==> src/rtl/atok_pkg.sv <==
// Package: types, character codes and helpers for the arithmetic expression tokenizer.
`timescale 1ns / 1ps
`default_nettype none
package atok_pkg;

	localparam int POS_BITS = 16;
	localparam logic [POS_BITS-1:0] POS_MAX = {POS_BITS{1'b1}};

	localparam int OQ_DEPTH = 4;
	localparam int OQ_PTR_BITS = $clog2(OQ_DEPTH);
	localparam int OQ_CNT_BITS = $clog2(OQ_DEPTH + 1);

	localparam logic [3:0] KIND_END    = 4'd0;
	localparam logic [3:0] KIND_NUMBER = 4'd1;
	localparam logic [3:0] KIND_SYMBOL = 4'd2;
	localparam logic [3:0] KIND_PLUS   = 4'd3;
	localparam logic [3:0] KIND_MINUS  = 4'd4;
	localparam logic [3:0] KIND_STAR   = 4'd5;
	localparam logic [3:0] KIND_SLASH  = 4'd6;
	localparam logic [3:0] KIND_LPAREN = 4'd7;
	localparam logic [3:0] KIND_RPAREN = 4'd8;
	localparam logic [3:0] KIND_ERROR  = 4'd9;

	localparam logic [7:0] CH_DOT    = 8'h2E;
	localparam logic [7:0] CH_SPACE  = 8'h20;
	localparam logic [7:0] CH_TAB    = 8'h09;
	localparam logic [7:0] CH_LF     = 8'h0A;
	localparam logic [7:0] CH_PLUS   = 8'h2B;
	localparam logic [7:0] CH_MINUS  = 8'h2D;
	localparam logic [7:0] CH_STAR   = 8'h2A;
	localparam logic [7:0] CH_SLASH  = 8'h2F;
	localparam logic [7:0] CH_LPAREN = 8'h28;
	localparam logic [7:0] CH_RPAREN = 8'h29;

	localparam logic signed [15:0] DEPTH_MAX = 16'sh7FFF;
	localparam logic signed [15:0] DEPTH_MIN = -16'sh8000;

	typedef enum logic [1:0] {
		MODE_IDLE = 2'd0,
		MODE_INT  = 2'd1,
		MODE_FRAC = 2'd2,
		MODE_SYM  = 2'd3
	} scan_mode_t;

	typedef struct packed {
		logic [7:0] ch;
		logic       is_end;
	} src_word_t;

	typedef struct packed {
		logic [3:0]         kind;
		logic [15:0]        tok_start;
		logic [15:0]        tok_length;
		logic signed [15:0] paren_depth;
		logic [15:0]        last_open_pos;
		logic               last_of_run;
	} tok_word_t;

	function automatic logic num_char(input logic [7:0] c);
		return (c >= 8'h30) && (c <= 8'h39);
	endfunction

	function automatic logic letter_char(input logic [7:0] c);
		return ((c >= 8'h61) && (c <= 8'h7A)) || ((c >= 8'h41) && (c <= 8'h5A));
	endfunction

	function automatic logic is_space(input logic [7:0] c);
		return (c == CH_SPACE) || (c == CH_TAB) || (c == CH_LF);
	endfunction

	// low 16 bits of a position, zero extended when positions are narrower
	function automatic logic [15:0] pos16(input logic [POS_BITS-1:0] p);
		logic [31:0] w;
		w = 32'(p);
		return w[15:0];
	endfunction

endpackage
`default_nettype wire

==> src/rtl/arithmetic_expression_tokenizer.sv <==
// A word waits in an input register, then its tokens go to a four-word result queue.
// One word per cycle while the queue has room; a word that closes a pending token and
// forms its own, or an end word closing one, gives two tokens; the single-word result
// port drains them one at a time, so the rate is set by it; the queue absorbs bursts.
// Reset: scanner idle at position zero, depth zero, queue empty.
`timescale 1ns / 1ps
`default_nettype none
module arithmetic_expression_tokenizer (
	input  wire logic                clk,
	input  wire logic                arst_n,
	input  wire logic                src_valid,
	output logic                     src_stall,
	input  wire atok_pkg::src_word_t src,
	output logic                     tok_valid,
	input  wire logic                tok_stall,
	output atok_pkg::tok_word_t      tok
);

	atok_pkg::src_word_t                     word_s1;
	logic                                    valid_s1;
	logic                                    fire;
	logic [1:0]                              cnt;
	atok_pkg::tok_word_t                     res0, res1;
	logic [atok_pkg::OQ_CNT_BITS-1:0]        free;

	assign fire      = valid_s1 && (atok_pkg::OQ_CNT_BITS'(cnt) <= free);
	assign src_stall = valid_s1 && !fire;

	always_ff @(posedge clk or negedge arst_n) begin
		if (!arst_n) begin
			valid_s1 <= 1'b0;
		end else if (!src_stall) begin
			valid_s1 <= src_valid;
		end
	end

	always_ff @(posedge clk) begin
		if (!src_stall && src_valid) word_s1 <= src;
	end

	atok_core u_core (
		.clk    (clk),
		.arst_n (arst_n),
		.fire   (fire),
		.word   (word_s1),
		.res0   (res0),
		.res1   (res1),
		.cnt    (cnt)
	);

	atok_outq u_outq (
		.clk    (clk),
		.arst_n (arst_n),
		.push_n (fire ? cnt : 2'd0),
		.d0     (res0),
		.d1     (res1),
		.pop    (tok_valid && !tok_stall),
		.valid  (tok_valid),
		.q      (tok),
		.free   (free)
	);

endmodule
`default_nettype wire

==> src/rtl/atok_core.sv <==
// Scanner state and single-pass token decode for one source word.
`timescale 1ns / 1ps
`default_nettype none
module atok_core (
	input  wire logic                clk,
	input  wire logic                arst_n,
	input  wire logic                fire,
	input  wire atok_pkg::src_word_t word,
	output atok_pkg::tok_word_t      res0,
	output atok_pkg::tok_word_t      res1,
	output logic [1:0]               cnt
);

	atok_pkg::scan_mode_t             mode_q, mode_d;
	logic [atok_pkg::POS_BITS-1:0]    pos_q, pos_d, pend_q, pend_d, open_q, open_d, pos_inc;
	logic signed [15:0]               depth_q, depth_d;
	logic                             dig, alp, dot, ext, has_pend;
	atok_pkg::tok_word_t              flush_w, end_w, one_w;
	logic [3:0]                       one_kind;

	always_comb begin
		dig      = atok_pkg::num_char(word.ch);
		alp      = atok_pkg::letter_char(word.ch);
		dot      = (word.ch == atok_pkg::CH_DOT);
		has_pend = (mode_q != atok_pkg::MODE_IDLE);
		ext      = ((mode_q == atok_pkg::MODE_INT) && (dig || dot)) ||
		           ((mode_q == atok_pkg::MODE_FRAC) && dig) ||
		           ((mode_q == atok_pkg::MODE_SYM) && (dig || alp));
		pos_inc  = (pos_q != atok_pkg::POS_MAX) ? pos_q + 1'b1 : pos_q;

		mode_d = mode_q;
		pos_d  = pos_q;
		pend_d = pend_q;
		depth_d = depth_q;
		open_d = open_q;
		cnt    = 2'd0;
		res0   = '0;
		res1   = '0;
		one_w  = '0;

		flush_w.kind          = (mode_q == atok_pkg::MODE_SYM) ?
		                        atok_pkg::KIND_SYMBOL : atok_pkg::KIND_NUMBER;
		flush_w.tok_start     = atok_pkg::pos16(pend_q);
		flush_w.tok_length    = atok_pkg::pos16(pos_q - pend_q);
		flush_w.paren_depth   = depth_q;
		flush_w.last_open_pos = atok_pkg::pos16(open_q);
		flush_w.last_of_run   = 1'b0;

		end_w             = flush_w;
		end_w.kind        = atok_pkg::KIND_END;
		end_w.tok_start   = atok_pkg::pos16(pos_q);
		end_w.tok_length  = 16'd0;

		one_kind = atok_pkg::KIND_ERROR;
		unique case (word.ch)
			atok_pkg::CH_PLUS:   one_kind = atok_pkg::KIND_PLUS;
			atok_pkg::CH_MINUS:  one_kind = atok_pkg::KIND_MINUS;
			atok_pkg::CH_STAR:   one_kind = atok_pkg::KIND_STAR;
			atok_pkg::CH_SLASH:  one_kind = atok_pkg::KIND_SLASH;
			atok_pkg::CH_LPAREN: one_kind = atok_pkg::KIND_LPAREN;
			atok_pkg::CH_RPAREN: one_kind = atok_pkg::KIND_RPAREN;
			default:             one_kind = atok_pkg::KIND_ERROR;
		endcase

		if (word.is_end) begin
			if (has_pend) begin
				res0 = flush_w;
				res1 = end_w;
				cnt  = 2'd2;
			end else begin
				res0 = end_w;
				cnt  = 2'd1;
			end
			mode_d = atok_pkg::MODE_IDLE;
			pos_d  = '0;
			pend_d = '0;
		end else if (ext) begin
			pos_d = pos_inc;
			if ((mode_q == atok_pkg::MODE_INT) && dot) begin
				mode_d = atok_pkg::MODE_FRAC;
			end
		end else begin
			mode_d = atok_pkg::MODE_IDLE;
			if (has_pend) begin
				res0 = flush_w;
				cnt  = 2'd1;
			end
			if (atok_pkg::is_space(word.ch)) begin
				pos_d = pos_inc;
			end else if (dig || alp) begin
				mode_d = dig ? atok_pkg::MODE_INT : atok_pkg::MODE_SYM;
				pend_d = pos_q;
				pos_d  = pos_inc;
			end else begin
				if (one_kind == atok_pkg::KIND_LPAREN) begin
					if (depth_q != atok_pkg::DEPTH_MAX) depth_d = depth_q + 16'sd1;
					open_d = pos_q;
				end else if (one_kind == atok_pkg::KIND_RPAREN) begin
					if (depth_q != atok_pkg::DEPTH_MIN) depth_d = depth_q - 16'sd1;
				end
				one_w               = flush_w;
				one_w.kind          = one_kind;
				one_w.tok_start     = atok_pkg::pos16(pos_q);
				one_w.tok_length    = 16'd1;
				one_w.paren_depth   = depth_d;
				one_w.last_open_pos = atok_pkg::pos16(open_d);
				if (has_pend) begin
					res1 = one_w;
					cnt  = 2'd2;
				end else begin
					res0 = one_w;
					cnt  = 2'd1;
				end
				pos_d = pos_inc;
			end
		end

		if (cnt == 2'd2) begin
			res1.last_of_run = 1'b1;
		end else if (cnt == 2'd1) begin
			res0.last_of_run = 1'b1;
		end
	end

	always_ff @(posedge clk or negedge arst_n) begin
		if (!arst_n) begin
			mode_q  <= atok_pkg::MODE_IDLE;
			pos_q   <= '0;
			pend_q  <= '0;
			depth_q <= '0;
			open_q  <= '0;
		end else if (fire) begin
			mode_q  <= mode_d;
			pos_q   <= pos_d;
			pend_q  <= pend_d;
			depth_q <= depth_d;
			open_q  <= open_d;
		end
	end

`ifndef NO_ASSERTIONS
	// end marker always yields at least the end token
	assert property (@(posedge clk) disable iff (!arst_n)
		fire && word.is_end |-> (cnt != 2'd0) && (cnt == 2'd2 ? res1.kind : res0.kind)
			== atok_pkg::KIND_END)
		else $error("end marker without end token");
	// new source restarts at position zero in idle
	assert property (@(posedge clk) disable iff (!arst_n)
		fire && word.is_end |=> (pos_q == '0) && (mode_q == atok_pkg::MODE_IDLE))
		else $error("scanner not restarted after end marker");
	// two tokens only when a pending token is closed
	assert property (@(posedge clk) disable iff (!arst_n)
		fire && (cnt == 2'd2) |-> has_pend)
		else $error("two tokens without a pending token");
`endif

endmodule
`default_nettype wire

==> src/rtl/atok_outq.sv <==
// Result queue: takes up to two token words per cycle, delivers one.
`timescale 1ns / 1ps
`default_nettype none
module atok_outq (
	input  wire logic                     clk,
	input  wire logic                     arst_n,
	input  wire logic [1:0]               push_n,
	input  wire atok_pkg::tok_word_t      d0,
	input  wire atok_pkg::tok_word_t      d1,
	input  wire logic                     pop,
	output logic                          valid,
	output atok_pkg::tok_word_t           q,
	output logic [atok_pkg::OQ_CNT_BITS-1:0] free
);

	atok_pkg::tok_word_t                   mem_q [atok_pkg::OQ_DEPTH];
	logic [atok_pkg::OQ_PTR_BITS-1:0]      wr_ptr_q, rd_ptr_q, wr_ptr_nx;
	logic [atok_pkg::OQ_CNT_BITS-1:0]      cnt_q;

	assign valid     = (cnt_q != '0);
	assign q         = mem_q[rd_ptr_q];
	assign free      = atok_pkg::OQ_CNT_BITS'(atok_pkg::OQ_DEPTH) - cnt_q;
	assign wr_ptr_nx = wr_ptr_q + 1'b1;

	always_ff @(posedge clk) begin
		if (push_n != 2'd0) mem_q[wr_ptr_q] <= d0;
		if (push_n == 2'd2) mem_q[wr_ptr_nx] <= d1;
	end

	always_ff @(posedge clk or negedge arst_n) begin
		if (!arst_n) begin
			wr_ptr_q <= '0;
			rd_ptr_q <= '0;
			cnt_q    <= '0;
		end else begin
			wr_ptr_q <= wr_ptr_q + atok_pkg::OQ_PTR_BITS'(push_n);
			if (pop) rd_ptr_q <= rd_ptr_q + 1'b1;
			cnt_q <= cnt_q + atok_pkg::OQ_CNT_BITS'(push_n)
			         - atok_pkg::OQ_CNT_BITS'(pop);
		end
	end

`ifndef NO_ASSERTIONS
	assert property (@(posedge clk) disable iff (!arst_n)
		atok_pkg::OQ_CNT_BITS'(push_n) <= free)
		else $error("result queue overflow");
	assert property (@(posedge clk) disable iff (!arst_n)
		pop |-> valid)
		else $error("pop from empty result queue");
	assert property (@(posedge clk) disable iff (!arst_n)
		cnt_q <= atok_pkg::OQ_CNT_BITS'(atok_pkg::OQ_DEPTH))
		else $error("result queue count out of range");
`endif

endmodule
`default_nettype wire

==> config.mk <==
export PLATFORM = sky130hd
export DESIGN_NAME = arithmetic_expression_tokenizer
export DESIGN_NICKNAME = d
export VERILOG_FILES = /design/src/rtl/atok_pkg.sv /design/src/rtl/arithmetic_expression_tokenizer.sv /design/src/rtl/atok_core.sv /design/src/rtl/atok_outq.sv
export SDC_FILE = /design/constraint.sdc
export NUM_CORES = 1
export LEC_CHECK = 0
export BUFFER_PORTS_ARGS = -buffer_cell sky130_fd_sc_hd__buf_2
export CAP_MARGIN = 0
export CORE_MARGIN = 4
export CORE_UTILIZATION = 55
export CTS_CLUSTER_DIAMETER = 80
export DETAILED_ROUTE_END_ITERATION = 8
export GPL_ROUTABILITY_DRIVEN = 0
export GPL_TIMING_DRIVEN = 1
export HOLD_SLACK_MARGIN = 0.08
export MAX_ROUTING_LAYER = met4
export PLACE_DENSITY = 0.82
export SLEW_MARGIN = 10
export SYNTH_ARGS = -nofsm -noshare
export SYNTH_HDL_FRONTEND = slang
export SYNTH_HIERARCHICAL = 1
export SYNTH_SLANG_ARGS = --single-unit
==> constraint.sdc <==
create_clock -name clk -period 8.3 [get_ports clk]
set_input_delay 0.83 -clock clk [delete_from_list [all_inputs] [get_ports clk]]
set_output_delay 0.83 -clock clk [all_outputs]
set_load 0.005 [all_outputs]
# Word level (Yosys, flattened, before mapping)
# Memories as Yosys holds them, arrays and structs flattened.
# Cells that the tools add are included.
[classes]
n_shift = 0
n_reduce_logical = 30
bitwise = 4
mul = 0
div = 0
n_eq_ne = 24
mux = 46
addsub = 10
n_lt_le_gt_ge = 7
[op_table]
columns = ["operator", "n"]
rows = [
  ["two-way mux 69 bit", 12],
  ["two-way mux 16 bit", 11],
  ["two-way mux 65 bit", 1],
  ["equality test 8 x 6 -> 1 bit (second input constant)", 8],
  ["inequality test 16 bit (second input constant)", 3],
  ["two-way mux 2 bit", 13],
  ["one-hot mux 4 bit (6 select lines)", 1],
  ["adder 16 x 1 -> 16 bit (second input constant)", 1],
  ["adder 16 x 2 -> 16 bit (second input constant)", 1],
  ["equality test 8 x 4 -> 1 bit (second input constant)", 2],
  [">= comparator 8 x 7 -> 1 bit (second input constant)", 2],
  ["<= comparator 8 x 7 -> 1 bit (second input constant)", 2],
  ["subtractor 16 bit", 1],
  ["subtractor 16 x 2 -> 16 bit (second input constant)", 1],
  ["logical AND 1 bit", 11],
  ["equality test 2 bit (second input constant)", 4],
  [">= comparator 8 x 6 -> 1 bit (second input constant)", 1],
  ["<= comparator 8 x 6 -> 1 bit (second input constant)", 1],
  ["two-way mux 1 bit", 8],
  ["nonzero test 2 bit", 4],
  ["logical OR 1 bit", 7],
  ["AND reduction 5 bit", 1],
  ["adder 2 x 1 -> 2 bit (second input constant)", 2],
  ["equality test 2 x 1 -> 1 bit (second input constant)", 2],
  ["other kinds (14)", 21],
]
[word_totals]
rom_bits = 0
wordCells = 133
output_inout_bits = 71
regBits = 83
mem_bits_rw = 276
n_memories = 1
inputBits = 13
latchBits = 0
[memory_table]
columns = ["name", "depth", "word_bits", "rd", "rd_clocked_by_memory_dff", "wr", "line", "text"]
rows = [
  ["u_outq.mem_q", 4, 69, 1, 0, 2, "atok_outq.sv:16", "atok_pkg::tok_word_t mem_q [atok_pkg::OQ_DEPTH];"],
]

# Logic depth before layout (Yosys ltp)
# Gate-level depths: netlist of run 1.
[depth]
depth_word = 14
ltp_mapped = 20
ltp_nobuf = 17

# Hierarchy
# Netlist of run 1, hierarchy kept.
[by_module_without_submodules]
columns = ["module", "cells_per_inst", "seq_area_each_um2", "instances", "area_per_inst_um2"]
rows = [
  ["atok_outq", 711, 8463.1, 1, 13716.9],
  ["atok_core", 793, 1651.6, 1, 6279.8],
  ["arithmetic_expression_tokenizer", 25, 295.3, 1, 412.9],
]

# Worst setup path before layout of run 1
# No wires, ideal clock.
[synth_path]
kind = "reg2reg"
start = "register word_s1[8] in the netlist's numbering"
end = "memory u_outq/mem_q[0][0] in the netlist's numbering (enable)"
synth_period_minus_slack_ps = 8616
arrival_ps = 8025
required_ps = 7709
path_slack_ps = -316
path_buffers = 1
stages_incl_launch_ff = 13
setup_time_ps = 591
cell_sequence = "edfxtp_1 -> nor3_1 -> nor3b_1 -> clkbuf_1 -> nand2b_1 -> nor3_1 -> or2_2 -> ha_1 -> nor2b_4 -> o21ai_2 -> and3_1 -> o21bai_1 -> o21ai_0"
[synth_rtl]
columns = ["item", "line", "text"]
rows = [
  ["start: declaration", "arithmetic_expression_tokenizer.sv:19", "atok_pkg::src_word_t word_s1;"],
  ["start signal: assignment", "arithmetic_expression_tokenizer.sv:38", "if (!src_stall && src_valid) word_s1 <= src;"],
  ["end: declaration", "atok_outq.sv:16", ""],
]

==> flow_results.org, run 1 <==
** Floorplan
- The initialized floorplan defines 70 standard-cell rows.
- For this configuration, the core starts out at a cell density of 55.75%.
- Io pins :: between 80 and 90
- Die area :: slightly above 0.04 mm²
- Height of the die :: roughly 200 µm
- Die span in x :: 200.6 µm
- Core area :: around 0.037 mm²

** Clock network
- CTS saw 359 sinks.
- Buffers inserted during clock tree synthesis total 39.
- After clock tree synthesis, the clock-pin slew on the worst setup and hold paths is around 60 ps.
- Resized Gates After CTS :: 0
- The later pin in the worst-skew pair is clocked with a latency of ~550 ps.
- In this run the number of H-tree levels came out at 2.
- TritonCTS clock tree :: built
- Counting along the longest clock path gives a buffer depth of 3.
- Library cell used as clock root buffer :: sky130_fd_sc_hd__clkbuf_16
- Buffers inserted to repair hold after CTS numbered 0.
- Count of buffers added by post-CTS timing repair for setup :: 0

** Detailed routing
- The routed layout has 13200 vias.
- M1 WL :: 19.60 mm
- After detailed routing, the number of vias per cell comes to about 6.4.
- After detailed routing, the average wire length per cell comes to 23.51 µm.
- Remaining design rule violation count :: 0
- Summed over all nets, wire length on met3 after detailed routing comes to 3.577 mm.
- Once detail routing completed, the nets flagged for antenna violations numbered 0.
- After the first detailed-routing iteration, the DRC count stood at 1235.
- For this block, the routed nets add up to roughly 48 mm of wire.
- The detailed router used layers up to and including met4.
- Count of TritonRoute iterations in the first routing pass :: 8
- Wire segments on met2 add up to 23.72 mm in the final route.

** Worst hold path
- In this run the worst hold path is classified as in -> async.

** Placement
- Placement Setup Slack :: 2299 ps
- DP Area :: 0.02099 mm²
- Summed over all nets, the half-perimeter wirelength after detailed placement is 30.77 mm.
- Port-buffer cells :: 83

** Finish
- Ant diodes :: 0
- Final Cell Area :: ~0.022 mm²
- Area of the multi-input gates :: 0.009223 mm²
- After filler insertion, the fill cell instance count of the layout stands at ~2800.
- From synthesis to final layout, the design area changed by 9.184%.
- Share of layout cells above drive strength 1 :: 34.93%
- Count of nets after finishing :: between 1500 and 2000
- Register Area :: 0.01042 mm²

** Power
- Combinational logic is responsible for a little over two fifths of the overall power.
- VDD sags by at most 0.2422 mV.
- Sequential share of power :: 37.6%
- Int Pwr :: 0.005678 W
- Leakage dissipation :: about 8.5 nW
- Dividing total power by cell area gives a power density of 404.5 mW/mm².
- Switching share of power :: between 30% and 40%
- In this run, the clock network consumes 19.4% of the power.
- In this run the power spent charging and discharging nets is roughly 0.0033 W.

** STA
- At the pin with the least slew margin, the transition time is 1215 ps.
- Dividing the final minimum period by the clock period gives 74.13%.
- Post-layout worst setup margin :: between 2000 and 2500 ps
- Summed negative setup slack over all endpoints :: 0 ps
- Final-report hold violation count :: 0
- Worst rel slew slack :: 18.47%
- Clock skew after layout :: ~20 ps
- Setup violations remaining at the end of the flow were counted as 0.
- The clock period could shrink to 6153 ps.
- Timing would allow up to roughly 160 MHz.
- Number of slew-limit violations in the final report :: 0
- Setup repair after global routing left no endpoint under its margin.

** Synthesis
- Main flop type after synthesis :: sky130_fd_sc_hd__edfxtp_1
- Post-synth EDFFs :: 285
- Main area contributors after synthesis :: sky130_fd_sc_hd__edfxtp_1 42%, sky130_fd_sc_hd__mux2_2 15%, sky130_fd_sc_hd__dfrtp_1 9.1%, sky130_fd_sc_hd__mux4_2 7.6%, sky130_fd_sc_hd__a22o_1 2.3%
- The share of synthesized area in the top cell type comes to between 40% and 50%.
- Number of synthesis warnings :: 6
- The cell count after synthesis came out at 1529.
- After synthesis, the mean cell area works out to 13.35 µm².
- Area of the mapped netlist :: 0.02041 mm²
- The synthesized design spends more area on one cell type than any other, namely sky130_fd_sc_hd__edfxtp_1.
- Share of the yosys chip area belonging to registers :: 51.01%
- Library cell with the highest instance count after synthesis :: sky130_fd_sc_hd__edfxtp_1
- Synthesis inferred 359 register bits.
- After synthesis, the share of flip-flops with an asynchronous set or reset is 20.61%.
- By count the netlist is led by 285 x sky130_fd_sc_hd__edfxtp_1, 265 x sky130_fd_sc_hd__mux2_2, 74 x sky130_fd_sc_hd__dfrtp_1.
- After synthesis, the netlist uses 91 different library cells.

** Global route
- Overall fraction of global-route tracks in use :: 24.36%
- Via count of the first global-routing pass :: 13620
- Number of antenna violations at the first check in global routing :: 0
- Wire length of the first global-routing pass :: 76.65 mm
- Global-route congestion overflow total :: 0
- Largest net degree at the start of global routing :: 66

** Job
- Across the run, the number of max-cap violations was 0.

** Worst setup path
- Crit path buffers/inverters :: 4
- Crit-path cells :: inv_1, ha_1, inv_1, nand2_1, o211ai_1, o21ai_0, inv_1, ha_1, a21oi_2, o21ai_2, and3_1, and4bb_4, buf_4, mux2_2
- Data arrival, critical path :: about 6400 ps
- STA classifies the critical path endpoint as a flop.
- Required time at the worst-slack endpoint :: 8580 ps
- Path type of the worst setup path :: reg -> reg
- Startpoint kind of the worst setup timing path :: flop
- Library cell appearing most often on the critical path :: sky130_fd_sc_hd__inv_1
- Slowest cell on the critical path :: sky130_fd_sc_hd__and4bb_4
- Top cell family by delay on the critical path :: simple AND/OR/NAND/NOR gates
- CP Max Fanout :: 48
- Delay of the slowest critical-path stage :: 1100 ps

** Status
- Status :: finished, final reports clean
==> cell type report <==
class | instances | share of cell area, %
tap | 468 | 2.628
timing repair buffer | 103 | 2.549
clock buffer | 52 | 4.969
multi-input combinational | 1000 | 41.39
inverter | 53 | 0.8928
sequential | 359 | 46.74
clock inverter | 19 | 0.8366
==> stage by stage <==
stage               cells  power [W]  utilization (%)  hold slack (ps)
floorplan            1543   0.006062                -            496.1
global placement     1983   0.007156            57.32            516.8
detailed placement   1983   0.007292            57.32            523.2
CTS                  2054   0.009076            60.85            106.1
global route         2054   0.009503            60.87            117.3
finish               2054   0.009013            60.87            116.9
==> power by group through the flow <==
stage	registers [W]	clock network, W	logic, W
5_1_grt	0.00347	0.00186	0.00418
2_1_floorplan	0.00327	0	0.00279
3_3_place_gp	0.00338	0	0.00378
3_5_place_dp	0.00343	0	0.00386
4_1_cts	0.00340	0.00178	0.00390
6_report	0.00339	0.00175	0.00387
==> cells by family after synthesis <==
group / synth area share, %
AO/OA/AOI/OAI: 8.632
XOR/XNOR: 1.502
adder cells (fa/ha/maj): 2.158
buffers and inverters: 4.451
flip-flops: 51.01
multiplexers: 24.45
other: 0.01837
AND/OR/NAND/NOR: 7.779
==> metal layers <==
layer,vias up,GRT usage [%]
met4,0,7.645
li1,5915,-
met3,94,4.313
met1,6620,31.67
met5,-,-
met2,569,39.55
==> layout by cell type, fill, tap and decap left out, types with 15 or more instances in the layout <==
master                        n
sky130_fd_sc_hd__buf_4       21
sky130_fd_sc_hd__a31oi_1     18
sky130_fd_sc_hd__o21ai_0     36
sky130_fd_sc_hd__xnor2_1     29
sky130_fd_sc_hd__nand3_1     42
sky130_fd_sc_hd__clkbuf_16   41
sky130_fd_sc_hd__buf_2       82
sky130_fd_sc_hd__edfxtp_1   285
sky130_fd_sc_hd__ha_1        32
sky130_fd_sc_hd__and2_1      22
sky130_fd_sc_hd__nor3_1      31
sky130_fd_sc_hd__a21oi_1     51
sky130_fd_sc_hd__and3_1      16
sky130_fd_sc_hd__mux2_4      20
sky130_fd_sc_hd__nand2_1     66
sky130_fd_sc_hd__a22o_1      54
sky130_fd_sc_hd__dfrtp_1     72
sky130_fd_sc_hd__inv_1       52
sky130_fd_sc_hd__mux2_2     265
sky130_fd_sc_hd__conb_1      15
sky130_fd_sc_hd__nor2_1      49
sky130_fd_sc_hd__mux4_2      69
==> worst paths after layout <==
kind	from	endpoint	slack, ps	cells after the start
min reg2reg	u_core/pend_q[10]$_DFFE_PN0P_	u_core/pend_q[10]$_DFFE_PN0P_	540	1
max in group asynchronous	arst_n	u_outq/rd_ptr_q[0]$_DFFE_PN0P_	6970	2
max	u_core/mode_q[0]$_DFFE_PN0P_	u_outq/mem_q[3][40]$_DFFE_PP_	2150	14
max reg2reg	u_core/mode_q[0]$_DFFE_PN0P_	u_outq/mem_q[3][40]$_DFFE_PP_	2150	14
min	arst_n	u_core/depth_q[9]$_DFFE_PN0P_	120	1
min in group clk	src[1]	word_s1[1]$_DFFE_PP_	500	1
==> registers in the layout, summed over array words and instances (netlist names) <==
| register | count |
|---|---|
| u_core/pos_q | 16 |
| valid_s1 | 1 |
| u_outq/mem_q | 276 |
| u_core/pend_q | 16 |
| u_outq/cnt_q | 3 |
| u_core/mode_q | 2 |
| u_core/depth_q | 16 |
| u_outq/wr_ptr_q | 2 |
| word_s1 | 9 |
| u_outq/rd_ptr_q | 2 |
| u_core/open_q | 16 |
Power figures use the tool's default switching activity.
==> inputs of run 2 (changes only) <==
--- a/config.mk
+++ b/config.mk
@@ -5,6 +5,7 @@
 export SDC_FILE = /design/constraint.sdc
 export NUM_CORES = 1
 export LEC_CHECK = 0
+export ABC_AREA = 1
 export BUFFER_PORTS_ARGS = -buffer_cell sky130_fd_sc_hd__buf_2
 export CAP_MARGIN = 0
 export CORE_MARGIN = 4
==> constraint.sdc (replaced) <==
create_clock -name clk -period 5.5 [get_ports clk]
set_input_delay 0.55 -clock clk [delete_from_list [all_inputs] [get_ports clk]]
set_output_delay 0.55 -clock clk [all_outputs]
set_load 0.005 [all_outputs]
==> run 2 against run 1 <==
Clock-buffer cell count rose by 3. Via count rose by 60%. Die area rose by 12%. Power rose by 59%. Largest cell class unchanged. Largest power group unchanged. Highest routed layer unchanged.
==> flow_results.org, run 2 <==
** Global route
- The wire length of the first global-routing pass came to 104.9 mm (was 76.65 mm).
- The pin count of the biggest net entering global routing was 106 (was 66).
- Number of antenna violations at the first check in global routing :: 1 (was 0)
- The sum of overflow across all layers after global routing came to 0 (unchanged).
- Overall fraction of global-route tracks in use :: 29.79% (was 24.36%)
- The via count of the first global-routing pass is 19890 (was 13620).

** Finish
- The number of flip-flops in the largest register is 276 (unchanged).
- Count of nets after finishing :: 3197 (was 1603)
- Register Area :: 0.01042 mm² (unchanged)
- Share of layout cells above drive strength 1 :: 9.277% (was 34.93%)
- The area used by multi-input combinational logic came to 0.01039 mm² (was 0.009223 mm²).
- Register ranked first by flip-flop count :: u_outq/mem_q (unchanged)
- The leading cell type in the layout, fill and taps excluded is sky130_fd_sc_hd__nand2_1 (was sky130_fd_sc_hd__edfxtp_1).
- Commonest cells after routing, fill and taps aside: 1313 x sky130_fd_sc_hd__nand2_1, 456 x sky130_fd_sc_hd__nand3_1, 342 x sky130_fd_sc_hd__inv_1 (was 285 x sky130_fd_sc_hd__edfxtp_1, 265 x sky130_fd_sc_hd__mux2_2, 82 x sky130_fd_sc_hd__buf_2).
- Area Growth Syn to Fin :: 8.373% (was 9.184%)
- Number of inserted filler cells in the final layout :: 3519 (was 2799)

** Detailed routing
- The first-pass iteration count of the detailed router is 7 (was 8).
- The final wirelength came to 65.95 mm (was 48.29 mm).
- Number of vias after detailed routing :: 21180 (was 13200)
- The average wire length per cell after detail routing is 17.76 µm (was 23.51 µm).
- The remaining antenna violation count was 0 (unchanged).
- The post-detailed-route via-to-cell ratio is 5.704 (was 6.426).
- The number of design-rule violations left by the first detailed-router iteration was 2392 (was 1235).
- Remaining design rule violation count :: 0 (unchanged)

** Worst setup path
- Path type of the worst setup path :: reg -> reg (unchanged)
- Depth of the worst register-to-register path :: 20 (was 14)
- The critical-path maximum fanout was 37 (was 48).
- Reg-to-reg startpoint :: u_core/mode_q[0]$_DFFE_PN0P_ (unchanged)
- The data required time of the critical path came to 5890 ps (was 8580 ps).
- Worst setup startpoint :: u_core/mode_q[0]$_DFFE_PN0P_ (unchanged)
- The arrival time at the worst endpoint was 4920 ps (was 6430 ps).
- Startpoint kind of the worst setup timing path :: flop (unchanged)
- The capturing element type of the critical path is a flop (unchanged).
- The reg-to-reg endpoint was u_outq/mem_q[0][33]$_DFFE_PP_ (was u_outq/mem_q[3][40]$_DFFE_PP_).
- Setup slack of the most critical reg-to-reg path :: 970 ps (was 2150 ps)

** Synthesis
- Library cell with the highest instance count after synthesis :: sky130_fd_sc_hd__nand2_1 (was sky130_fd_sc_hd__edfxtp_1)
- Synth cell count leaders :: 1321 x sky130_fd_sc_hd__nand2_1, 456 x sky130_fd_sc_hd__nand3_1, 342 x sky130_fd_sc_hd__inv_1 (was 285 x sky130_fd_sc_hd__edfxtp_1, 265 x sky130_fd_sc_hd__mux2_2, 74 x sky130_fd_sc_hd__dfrtp_1)
- Compound-cell area share of the yosys netlist :: 4.601% (was 8.632%)
- Mean area per synthesized cell :: 7.207 µm² (was 13.35 µm²)
- Share of cell area taken by muxes after synthesis :: 0% (was 24.45%)
- Fraction of the mapped netlist area in adder cells :: 1.919% (was 2.158%)
- Asr flop ratio synth :: 20.61% (unchanged)
- The predominant post-synthesis flop cell is sky130_fd_sc_hd__edfxtp_1 (unchanged).
- Share of synthesized cell area in and, or, nand and nor gates :: 37.33% (was 7.780%)
- The count of synthesis-stage warnings from yosys came to 6 (unchanged).
- Dominant cell type by area after synthesis :: sky130_fd_sc_hd__edfxtp_1 (unchanged)
- The number of flip-flops and latches in the synthesized netlist was 359 (unchanged).
- Main area contributors after synthesis :: sky130_fd_sc_hd__edfxtp_1 37%, sky130_fd_sc_hd__nand2_1 22%, sky130_fd_sc_hd__nand3_1 9.9%, sky130_fd_sc_hd__dfrtp_1 8.1%, sky130_fd_sc_hd__inv_1 5.6% (was sky130_fd_sc_hd__edfxtp_1 42%, sky130_fd_sc_hd__mux2_2 15%, sky130_fd_sc_hd__dfrtp_1 9.1%, sky130_fd_sc_hd__mux4_2 7.6%, sky130_fd_sc_hd__a22o_1 2.3%)
- Synth Instances :: 3185 (was 1529)
- Yosys top cell area share :: 37.29% (was 41.93%)
- The cell area after synthesis came to 0.02295 mm² (was 0.02041 mm²).
- Distinct cell type count of the synthesized netlist :: 44 (was 91)
- Synth Area in XOR/XNOR :: 0.8395% (was 1.502%)
- Share of the yosys chip area belonging to registers :: 45.35% (was 51.01%)
- Post-synth EDFFs :: 285 (unchanged)
- Combinational family with the most area after synthesis :: simple AND/OR/NAND/NOR gates (was multiplexers)

** STA
- The actual slew at the worst max-slew pin came to 1300 ps (was 1215 ps).
- Summed negative setup slack over all endpoints :: 0 ps (unchanged)
- Setup violations, final :: 0 (unchanged)
- The worst hold slack came to 189.8 ps (was 116.9 ps).
- The post-route clock period utilization is 82.30% (was 74.13%).
- The count of pins over their slew limit was 0 (unchanged).
- Setup repair after global routing missed its margin :: no (unchanged)
- Final Critical Period :: 4526 ps (was 6153 ps)
- Worst rel slew slack :: 13.04% (was 18.47%)
- The clock skew after layout is 9.804 ps (was 19.77 ps).
- Final-report hold violation count :: 0 (unchanged)
- The peak clock frequency supported by timing came to 220.9 MHz (was 162.5 MHz).

** Clock network
- The clock net sink count was 359 (unchanged).
- The clock-pin slew reported for the worst setup and hold paths after clock tree synthesis is 60 ps (about the same).
- Clk Latency, worst-skew pair :: 540 ps (was 550 ps)
- Total clock buffers created by CTS :: 39 (unchanged)
- Maximum count of clock buffers along a single path :: 3 (unchanged)
- TritonCTS clock tree :: built (unchanged)
- Level count of the clock H-tree :: 2 (unchanged)
- Library cell used as clock root buffer :: sky130_fd_sc_hd__clkbuf_16 (unchanged)

** Floorplan
- Height of the die :: 212.3 µm (was 200.6 µm)
- The row count was 74 (was 70).
- The I/O pin total is 84 (unchanged).
- Die area :: 0.04506 mm² (was 0.04025 mm²)
- The overall die width came to 212.3 µm (was 200.6 µm).
- The core area came to 0.04102 mm² (was 0.03661 mm²).
- The initial core utilization was 55.96% (was 55.75%).

** Power
- Leakage dissipation :: 12.26 nW (was 8.523 nW)
- The worst vdd rail ir drop came to 0.3807 mV (was 0.2422 mV).
- PD cells :: 574.5 mW/mm² (was 404.5 mW/mm²)

** Status
- Status: finished, final reports clean (unchanged).

** Worst hold path
- End point of the most critical hold path :: word_s1[5]$_DFFE_PP_
- Along the worst hold path, the cell count comes to 1.
- Class of the tightest hold or removal check :: in -> reg (was in -> async)
- In this run the most critical hold path is launched from src[5].

** Job
- The number of max-capacitance violations reported was 0 (unchanged).

** Placement
- The count of port buffers added during placement was 83 (unchanged).
- The detailed placer's ending HPWL is 39.40 mm (was 30.77 mm).
-- run 2: worst max-delay path by stage --
stage	end	slack, ps
3_5_place_dp	u_outq/mem_q[0][28]$_DFFE_PP_	1070
6_report	u_outq/mem_q[0][33]$_DFFE_PP_	970
5_1_grt	u_outq/mem_q[0][23]$_DFFE_PP_	540
2_1_floorplan	u_outq/mem_q[1][0]$_DFFE_PP_	210
3_3_place_gp	u_outq/mem_q[0][18]$_DFFE_PP_	1240
4_1_cts	u_outq/mem_q[0][28]$_DFFE_PP_	1060
-- run 2: logic make-up after synthesis --
logic type      count (synthesis)
fa+ha+maj                      34
buf+inv                       551
flops                         359
compound gates                191
other cells                     1
simple gates                 2027
xor+xnor                       22
-- run 2: what timing repair did --
action,CTS,global route
resized for setup,0,0
endpoints found under the hold margin,26,0
setup endpoints to repair,0,0
setup buffers,0,0
hold buffers,1,0
-- run 2: area by class of cell --
type                            instances  area share, %
Multi-Input combinational cell       2289          41.77
Tap cell                              532          2.676
Antenna cell                            1        0.01006
Sequential cell                       359          41.87
Timing Repair Buffer                  111          2.736
Clock buffer                           55          4.622
Clock inverter                         16          1.026
Inverter                              350          5.286
-- run 2: worst max-delay path, cell delays in order, from the launching register on --
cell and delay (ps):
sky130_fd_sc_hd__dfrtp_1 420, sky130_fd_sc_hd__inv_1 100, sky130_fd_sc_hd__ha_1 470, sky130_fd_sc_hd__inv_1 120, sky130_fd_sc_hd__ha_1 290, sky130_fd_sc_hd__o21ai_0 80
sky130_fd_sc_hd__nor2_1 90, sky130_fd_sc_hd__nor2_1 60, sky130_fd_sc_hd__nor2_1 150, sky130_fd_sc_hd__inv_1 80, sky130_fd_sc_hd__ha_1 300, sky130_fd_sc_hd__a21oi_2 160
sky130_fd_sc_hd__nand2_1 80, sky130_fd_sc_hd__nand2_2 70, sky130_fd_sc_hd__nor2_1 100, sky130_fd_sc_hd__inv_1 90, sky130_fd_sc_hd__nand2_1 90, sky130_fd_sc_hd__nor2_4 720
sky130_fd_sc_hd__buf_4 650, sky130_fd_sc_hd__nand2_1 140, sky130_fd_sc_hd__nand2_1 110
-- run 2: report_power, final --
part           internal [W]  switching [W]
combinational       0.00190        0.00471
clock               0.00179        0.00110
sequential          0.00439       0.000409
total               0.00808        0.00621
-- run 2: routing by layer --
metal | track usage (%) | share of wire, %
met1 | 38.12 | 39
met2 | 47.50 | 47
met3 | 4.766 | 10
met4 | 12.64 | 4.5
met5 | - | 0
-- run 2: metrics by stage --
step                      setup slack [ps]  power (W)  instances  utilization, %  instance area [µm²]
after floorplan                      211.5   0.009203       3199               -                23010
after global routing                 544.6    0.01521       3713           60.65                24880
after global placement                1244    0.01116       3640           57.19                23460
final                                973.7    0.01429       3713           60.65                24880
after detailed placement              1070    0.01132       3640           57.19                23460
after CTS                             1063    0.01423       3712           60.64                24870
